$ cat config.mk
export PLATFORM = sky130hd
export DESIGN_NAME = array_double_ended_queue
export DESIGN_NICKNAME = d
export VERILOG_FILES = /design/src/design/adq_pkg.sv /design/src/design/adq_ram.sv /design/src/design/adq_ctrl.sv /design/src/design/adq_datapath.sv /design/src/design/array_double_ended_queue.sv
export SDC_FILE = /design/constraint.sdc
export NUM_CORES = 1
export LEC_CHECK = 0
export BUFFER_PORTS_ARGS = -buffer_cell sky130_fd_sc_hd__buf_2
export CORE_MARGIN = 5
export CORE_UTILIZATION = 56
export DETAILED_ROUTE_END_ITERATION = 7
export PLACE_DENSITY = 0.76
export SYNTH_ARGS = -nofsm -noshare
export SYNTH_HDL_FRONTEND = slang
export SYNTH_SLANG_ARGS = --single-unit
$ cat constraint.sdc
create_clock -name clk -period 5.9 [get_ports clk]
set_input_delay 0.59 -clock clk [delete_from_list [all_inputs] [get_ports clk]]
set_output_delay 0.59 -clock clk [all_outputs]
set_load 0.02 [all_outputs]
$ cat src/design/adq_pkg.sv
// Shared command codes, status codes and controller-to-datapath command bundle.
package adq_pkg;

    localparam logic [2:0] CMD_ADD_LAST  = 3'd0;
    localparam logic [2:0] CMD_DEL_LAST  = 3'd1;
    localparam logic [2:0] CMD_ADD_FIRST = 3'd2;
    localparam logic [2:0] CMD_DEL_FIRST = 3'd3;
    localparam logic [2:0] CMD_REPORT    = 3'd4;

    localparam logic [1:0] ST_OK    = 2'd0;
    localparam logic [1:0] ST_FULL  = 2'd1;
    localparam logic [1:0] ST_EMPTY = 2'd2;

    typedef struct packed {
        logic accept;   // take a command transaction and update indices and storage
        logic read;     // launch reads of the front and back entries
        logic load;     // move the step result into the response register
    } adq_ctl_t;

endpackage

$ cat src/design/adq_ram.sv
// Generic single-write, dual-read RAM with registered read data.
module adq_ram
#(
    parameter int WIDTH  = 32,
    parameter int DEPTH  = 16,
    parameter int ADDR_W = $clog2(DEPTH)
)
(
    input  logic              clk,
    input  logic              wr_en,
    input  logic [ADDR_W-1:0] wr_addr,
    input  logic [WIDTH-1:0]  wr_data,
    input  logic              rd_en,
    input  logic [ADDR_W-1:0] rd_addr_a,
    input  logic [ADDR_W-1:0] rd_addr_b,
    output logic [WIDTH-1:0]  rd_data_a,
    output logic [WIDTH-1:0]  rd_data_b
);

    logic [WIDTH-1:0] mem [DEPTH];

    always_ff @(posedge clk)
    begin
        if (wr_en)
        begin
            mem[wr_addr] <= wr_data;
        end
        if (rd_en)
        begin
            rd_data_a <= mem[rd_addr_a];
            rd_data_b <= mem[rd_addr_b];
        end
    end

endmodule

$ cat src/design/adq_ctrl.sv
// Sequencing state machine: accept, read back, load response.
module adq_ctrl
    import adq_pkg::*;
(
    input  logic     clk,
    input  logic     rst_n,
    input  logic     cmd_valid,
    output logic     cmd_stall,
    output logic     rsp_valid,
    input  logic     rsp_stall,
    output adq_ctl_t ctl
);

    typedef enum logic [2:0] {
        S_IDLE = 3'b001,
        S_READ = 3'b010,
        S_LOAD = 3'b100
    } state_t;

    state_t state_reg;
    state_t state_next;
    logic   rsp_valid_reg;
    logic   rsp_valid_next;
    logic   slot_free;

    // response slot frees up when empty or when its transaction completes now
    assign slot_free = !rsp_valid_reg || !rsp_stall;

    always_comb
    begin
        state_next = state_reg;
        ctl        = '0;
        unique case (state_reg)
            S_IDLE:
            begin
                if (cmd_valid)
                begin
                    ctl.accept = 1'b1;
                    state_next = S_READ;
                end
            end
            S_READ:
            begin
                ctl.read   = 1'b1;
                state_next = S_LOAD;
            end
            S_LOAD:
            begin
                if (slot_free)
                begin
                    ctl.load   = 1'b1;
                    state_next = S_IDLE;
                end
            end
            default:
            begin
                state_next = S_IDLE;
            end
        endcase
    end

    always_comb
    begin
        rsp_valid_next = rsp_valid_reg;
        if (ctl.load)
        begin
            rsp_valid_next = 1'b1;
        end
        else if (!rsp_stall)
        begin
            rsp_valid_next = 1'b0;
        end
    end

    always_ff @(posedge clk or negedge rst_n)
    begin
        if (!rst_n)
        begin
            state_reg     <= S_IDLE;
            rsp_valid_reg <= 1'b0;
        end
        else
        begin
            state_reg     <= state_next;
            rsp_valid_reg <= rsp_valid_next;
        end
    end

    assign cmd_stall = (state_reg != S_IDLE);
    assign rsp_valid = rsp_valid_reg;

endmodule

$ cat src/design/adq_datapath.sv
// Index registers, ring-addressed storage and response registers.
module adq_datapath
    import adq_pkg::*;
#(
    parameter int DEPTH      = 16,
    parameter int DATA_WIDTH = 32
)
(
    input  logic               clk,
    input  logic               rst_n,
    input  adq_ctl_t           ctl,
    input  logic [2:0]         command,
    input  logic signed [31:0] value,
    output logic [1:0]         status,
    output logic signed [31:0] first_value,
    output logic signed [31:0] last_value,
    output logic [4:0]         item_count
);

    localparam int AW = $clog2(DEPTH);
    localparam int IW = $clog2(DEPTH + 1);

    logic [IW-1:0]         front_reg;
    logic [IW-1:0]         front_next;
    logic [IW-1:0]         rear_reg;
    logic [IW-1:0]         rear_next;
    logic [AW-1:0]         head_reg;
    logic [AW-1:0]         head_next;
    logic [1:0]            step_status_reg;
    logic [1:0]            step_status_next;

    logic [IW-1:0]         count;
    logic                  full;
    logic                  empty;
    logic [AW:0]           tail_sum;
    logic [AW:0]           last_sum;
    logic [AW-1:0]         tail_addr;
    logic [AW-1:0]         last_addr;
    logic [AW-1:0]         head_dec;
    logic [AW-1:0]         head_inc;

    logic                  wr_en;
    logic [AW-1:0]         wr_addr;
    logic [DATA_WIDTH-1:0] wr_data;
    logic [DATA_WIDTH-1:0] rd_data_a;
    logic [DATA_WIDTH-1:0] rd_data_b;

    logic [1:0]            status_reg;
    logic signed [31:0]    first_reg;
    logic signed [31:0]    last_reg;
    logic [4:0]            count_reg;

    assign count = rear_reg - front_reg;
    assign full  = (rear_reg == IW'(DEPTH));
    assign empty = (front_reg == rear_reg);

    // physical slots wrap at DEPTH; sums stay below twice DEPTH
    assign tail_sum  = {1'b0, head_reg} + (AW+1)'(count);
    assign last_sum  = tail_sum - (AW+1)'(1);
    assign tail_addr = (tail_sum >= (AW+1)'(DEPTH)) ? AW'(tail_sum - (AW+1)'(DEPTH))
                                                     : AW'(tail_sum);
    assign last_addr = (last_sum >= (AW+1)'(DEPTH)) ? AW'(last_sum - (AW+1)'(DEPTH))
                                                     : AW'(last_sum);
    assign head_dec  = (head_reg == '0) ? AW'(DEPTH - 1) : head_reg - AW'(1);
    assign head_inc  = (head_reg == AW'(DEPTH - 1)) ? '0 : head_reg + AW'(1);

    assign wr_data = DATA_WIDTH'(value);

    always_comb
    begin
        front_next       = front_reg;
        rear_next        = rear_reg;
        head_next        = head_reg;
        step_status_next = step_status_reg;
        wr_en            = 1'b0;
        wr_addr          = tail_addr;
        if (ctl.accept)
        begin
            step_status_next = ST_OK;
            unique case (command)
                CMD_ADD_LAST:
                begin
                    if (full)
                    begin
                        step_status_next = ST_FULL;
                    end
                    else
                    begin
                        wr_en     = 1'b1;
                        rear_next = rear_reg + IW'(1);
                    end
                end
                CMD_DEL_LAST:
                begin
                    if (empty)
                    begin
                        step_status_next = ST_EMPTY;
                    end
                    else
                    begin
                        rear_next = rear_reg - IW'(1);
                    end
                end
                CMD_ADD_FIRST:
                begin
                    if (full)
                    begin
                        step_status_next = ST_FULL;
                    end
                    else
                    begin
                        wr_en     = 1'b1;
                        wr_addr   = head_dec;
                        head_next = head_dec;
                        rear_next = rear_reg + IW'(1);
                    end
                end
                CMD_DEL_FIRST:
                begin
                    if (empty)
                    begin
                        step_status_next = ST_EMPTY;
                    end
                    else
                    begin
                        front_next = front_reg + IW'(1);
                        head_next  = head_inc;
                    end
                end
                default:
                begin
                    step_status_next = ST_OK;
                end
            endcase
        end
    end

    always_ff @(posedge clk or negedge rst_n)
    begin
        if (!rst_n)
        begin
            front_reg       <= '0;
            rear_reg        <= '0;
            head_reg        <= '0;
            step_status_reg <= ST_OK;
        end
        else
        begin
            front_reg       <= front_next;
            rear_reg        <= rear_next;
            head_reg        <= head_next;
            step_status_reg <= step_status_next;
        end
    end

    adq_ram
    #(
        .WIDTH (DATA_WIDTH),
        .DEPTH (DEPTH)
    )
    u_ram
    (
        .clk       (clk),
        .wr_en     (wr_en),
        .wr_addr   (wr_addr),
        .wr_data   (wr_data),
        .rd_en     (ctl.read),
        .rd_addr_a (head_reg),
        .rd_addr_b (last_addr),
        .rd_data_a (rd_data_a),
        .rd_data_b (rd_data_b)
    );

    // response payload; sign-extend stored entries from DATA_WIDTH
    always_ff @(posedge clk)
    begin
        if (ctl.load)
        begin
            status_reg <= step_status_reg;
            count_reg  <= 5'(count);
            if (empty)
            begin
                first_reg <= '0;
                last_reg  <= '0;
            end
            else
            begin
                first_reg <= 32'(signed'(rd_data_a));
                last_reg  <= 32'(signed'(rd_data_b));
            end
        end
    end

    assign status      = status_reg;
    assign first_value = first_reg;
    assign last_value  = last_reg;
    assign item_count  = count_reg;

endmodule

$ cat src/design/array_double_ended_queue.sv
// Array deque: one command transaction in, one status/front/back/count transaction out.
// Each command steps through accept, storage read and response load in order, and a new
// command is taken only after the response load; the read step comes from the registered read
// of the storage RAM, and a stalled response holds the load step.
// Reset (rst_n, async, active low) clears indices, state machine and response valid;
// storage contents are not cleared and no clearing pass is needed.
module array_double_ended_queue
    import adq_pkg::*;
#(
    parameter int DEPTH      = 16,
    parameter int DATA_WIDTH = 32
)
(
    input  logic               clk,
    input  logic               rst_n,
    input  logic               cmd_valid,
    output logic               cmd_stall,
    input  logic [2:0]         command,
    input  logic signed [31:0] value,
    output logic               rsp_valid,
    input  logic               rsp_stall,
    output logic [1:0]         status,
    output logic signed [31:0] first_value,
    output logic signed [31:0] last_value,
    output logic [4:0]         item_count
);

    adq_ctl_t ctl;

    // Controller: stall the command channel from accept until the response
    // register has taken the result, so only one transaction is in flight.
    adq_ctrl u_ctrl
    (
        .clk       (clk),
        .rst_n     (rst_n),
        .cmd_valid (cmd_valid),
        .cmd_stall (cmd_stall),
        .rsp_valid (rsp_valid),
        .rsp_stall (rsp_stall),
        .ctl       (ctl)
    );

    // Datapath: the logical deque lives in a ring of DEPTH slots. Add-first
    // steps the ring head back instead of shifting entries, which gives the
    // same front/back contents; the front and rear indices still follow the
    // linear-array rules, so "full" means rear reached DEPTH.
    adq_datapath
    #(
        .DEPTH      (DEPTH),
        .DATA_WIDTH (DATA_WIDTH)
    )
    u_dp
    (
        .clk         (clk),
        .rst_n       (rst_n),
        .ctl         (ctl),
        .command     (command),
        .value       (value),
        .status      (status),
        .first_value (first_value),
        .last_value  (last_value),
        .item_count  (item_count)
    );

    // One transaction at a time: the cycle after an accept, the command side stalls.
    assert property (@(posedge clk) disable iff (!rst_n)
        (cmd_valid && !cmd_stall) |=> cmd_stall)
        else $error("command accepted while previous transaction in flight");

    // A refused delete means the queue was and stays empty.
    assert property (@(posedge clk) disable iff (!rst_n)
        (rsp_valid && status == ST_EMPTY) |->
            (item_count == 5'd0 && first_value == 32'sd0 && last_value == 32'sd0))
        else $error("empty status with nonempty response");

    // A response is loaded only while the command side is stalled.
    assert property (@(posedge clk) disable iff (!rst_n)
        ctl.load |-> cmd_stall)
        else $error("response load outside of transaction");

endmodule
==> flow_summary.ini <==
[synthesis]
synthesis.area_per_instance_sq_um = 20.0
yosys-top-cells-area = sky130_fd_sc_hd__edfxtp_1, sky130_fd_sc_hd__mux4_2, sky130_fd_sc_hd__o221ai_1, sky130_fd_sc_hd__dfrtp_1, sky130_fd_sc_hd__mux2_2
synthDistinctLibCells = 52
syn_std_cell_area_sq_mm = 0.0301
edff_count_synth = 647
yosys.area.top_type = sky130_fd_sc_hd__edfxtp_1
synthesis.yosys.warnings = 0
ys_ff_latch = 667
yosys_top_cell_area_share_pct = 64.5
synth.net_count = 1562
synth.yosys.seq_area_share_pct = 66.2
synth_ff_type = sky130_fd_sc_hd__edfxtp_1
syn-instance-count = 1505
synth_async_sr_flop_share_pct = 3.00

[clock_tree]
inserted_clock_buffers = 68
clk_pin_slew_worst_paths_ps = 60
clkLatencyLatePin_ps = 600
cts_tree = yes
ctsHtreeMaxLevel = 3
cts_post_setup_buffers_inserted = 0
cts_hold_buffers_added = 1
cts_root_buffer = sky130_fd_sc_hd__clkbuf_16
cts-root-to-sink-buffers = 3
count_of_instances_resized_after_the_clock_tree_is_built = 0
clk_sinks = 667

[floorplan]
fp.dieArea_sq_mm = 0.0585
die_w_um = 242
core-area_sq_mm = 0.0536
die_y_um = 242
ios = 112
floorplan.initialDensity_pct = 56.2
floorplan.rows = 85

[timing]
finalSetupViolCount = 0
crit_share_post_route_pct = 80.4
fmax_ghz = 0.211
fin_worst_skew_ps = 23.4
maxSlewViolCount = 0
unrepaired_setup_endpoints_after_global_routing = false
worst_hold_slack_ps = 291
final.min_clock_period_ps = 4740
finalHoldViolCount = 0
setup_tns_ps = 0
transition_time_at_the_pin_with_the_least_slew_margin_ps = 1290
relative_slew_slack_pct = 13.9

[detailed_routing]
drt.antenna.violating_nets = 0
drc_errors = 0
drt-initial-drc-count = 2100
drt_via_density = 7.05
via_count = 16800
postRouteWirelength_um = 72600
wl_per_cell_um = 30.6
firstDrtPassIters = 6

[grt]
grt_pass1_vias = 17200
grt_start_max_net_pins = 68
grt_use_total_pct = 24.8
global_route_wire_length_before_repair_um = 109000
grt_antenna_before_repair = 2
global_route.overflow_total = 0

[worst_setup_path]
setup.worst_path.class = flop to flop
cp-start-kind = flop
timing.critical_path.required_ps = 6180
worst-path-max-fanout = 21
critical_path_arrival_ps = 5030
critPathCaptureType = flop

[flow_run]
cap_violations = 0

[final_layout]
fillerInstances = 3595
nNetsFinal = 1688
ratio_of_cells_with_drive_above_1_in_the_final_layout_pct = 37.4
largest_register_ffs = 512
finish.cell_count_without_fillers = 2376
flow.area_growth_from_synthesis_pct = 12.0
fin_area_sq_mm = 0.0337
largest_register = u_dp.u_ram.mem

[placed_design]
placed_area_sq_mm = 0.0316
port_buffers = 111
place_inst = 2256
dp.final_hpwl_um = 41800
final_weighted_congestion_of_routability_driven_global_placement = 0.821

[hold_path]
hold_class = input pin to flop

[outcome]
run_status = finished, final reports clean
==> cell usage after synthesis, types with 4 or more instances <==
cell / number
sky130_fd_sc_hd__nor3_1: 10
sky130_fd_sc_hd__buf_2: 28
sky130_fd_sc_hd__xor2_1: 6
sky130_fd_sc_hd__mux4_2: 288
sky130_fd_sc_hd__xnor2_1: 9
sky130_fd_sc_hd__nand4_1: 5
sky130_fd_sc_hd__nand3_1: 5
sky130_fd_sc_hd__mux2_2: 37
sky130_fd_sc_hd__o21ai_0: 12
sky130_fd_sc_hd__ha_1: 15
sky130_fd_sc_hd__dfrtp_1: 19
sky130_fd_sc_hd__clkbuf_1: 72
sky130_fd_sc_hd__buf_6: 5
sky130_fd_sc_hd__o221ai_1: 61
sky130_fd_sc_hd__nand2_1: 16
sky130_fd_sc_hd__o31ai_1: 5
sky130_fd_sc_hd__a21o_1: 6
sky130_fd_sc_hd__edfxtp_1: 647
sky130_fd_sc_hd__nor2b_1: 64
sky130_fd_sc_hd__mux2i_1: 4
sky130_fd_sc_hd__nor2_1: 14
sky130_fd_sc_hd__a21oi_1: 44
sky130_fd_sc_hd__inv_1: 20
sky130_fd_sc_hd__o22ai_1: 64
sky130_fd_sc_hd__and3_1: 7
sky130_fd_sc_hd__buf_1: 6
==> logic make-up (layout without fill, tap and decap cells) <==
kind of cell    count (synthesis)  after routing  share of synthesized area (%)
buf+inv                       132            305                           1.92
flops                         667            667                           66.2
simple gates                  135            135                           2.55
xor+xnor                       19             19                          0.764
other cells                     0              2                              0
mux                           329            329                           23.1
fa+ha+maj                      18             18                          0.823
compound gates                205            205                           4.71
==> layout make-up <==
type	count	area [sq um]	share of cell area (%)
antenna	2	5.00	0.0148
clock buffer	84	1840	5.44
clock inverter	33	249	0.738
inverter	20	75.1	0.222
multi-input combinational	706	9760	28.9
sequential	667	19900	59.1
tap	696	871	2.58
timing repair buffer	168	1010	3.00
==> worst paths after layout <==
kind	startpoint	endpoint	slack (ps)	depth (start not counted)
worst min register to register	u_dp.step_status_reg[0]$_DFFE_PN0P_	u_dp.status[0]$_DFFE_PP_	450	0
worst min-delay path	rsp_stall	u_ctrl.rsp_valid$_DFFE_PN0P_	290	3
worst max register to register	u_dp.rear_reg[0]$_DFFE_PN0P_	u_dp.u_ram.mem[4][17]$_DFFE_PP_	1160	12
min in group asynchronous	rst_n	u_dp.front_reg[2]$_DFFE_PN0P_	530	2
max in group asynchronous	rst_n	u_dp.head_reg[0]$_DFFE_PN0P_	4990	2
worst max-delay path	u_dp.rear_reg[0]$_DFFE_PN0P_	u_dp.u_ram.mem[4][17]$_DFFE_PP_	1160	12
==> through the flow <==
step	setup WS, ps	utilization, %
finish	1160	63.0
global route	929	62.9
CTS	1160	62.9
detailed placement	1200	59.0
global placement	1220	59.0
floorplan	468	-
==> metal layers <==
metal | up-vias | global-route usage, % | wire, um
met2 | 1124 | 41.3 | 36400
li1 | 6777 | - | -
met5 | - | 0 | 13
met1 | 8672 | 33.2 | 26600
met3 | 184 | 4.61 | 6980
met4 | 2 | 9.32 | 2610
==> placed cells by master, fill, tap and decap left out, drive strengths merged, types with 2 or more instances in the layout <==
cell type  instances
a211oi             2
a21o               6
a21oi             46
a31oi              2
and3               7
buf              167
bufinv             3
clkbuf            84
clkinv            25
clkinvlp           3
dfrtp             19
diode              2
edfxtp           647
fa                 3
ha                15
inv               22
mux2              37
mux2i              4
mux4             288
nand2             16
nand2b             2
nand3              5
nand3b             2
nand4              5
nor2              14
nor2b             64
nor3              11
nor3b              2
nor4               2
o21ai             12
o221ai            62
o22ai             64
o31ai              5
or3                2
xnor2             12
xor2               7
==> worst max-delay path, cell delays in order (launching register included) <==
cell and delay [ps]:
sky130_fd_sc_hd__dfrtp_1 380, sky130_fd_sc_hd__inv_1 150, sky130_fd_sc_hd__ha_1 170, sky130_fd_sc_hd__inv_1 60
sky130_fd_sc_hd__fa_1 490, sky130_fd_sc_hd__ha_1 300, sky130_fd_sc_hd__a21o_1 160, sky130_fd_sc_hd__a21oi_1 220
sky130_fd_sc_hd__xnor2_2 190, sky130_fd_sc_hd__xnor2_4 740, sky130_fd_sc_hd__a21o_1 420, sky130_fd_sc_hd__and3_2 770
sky130_fd_sc_hd__buf_4 380
Power is left out: the tool's default activity adds up to more than one toggle a clock period on the data nets, which glitch-free logic cannot reach.
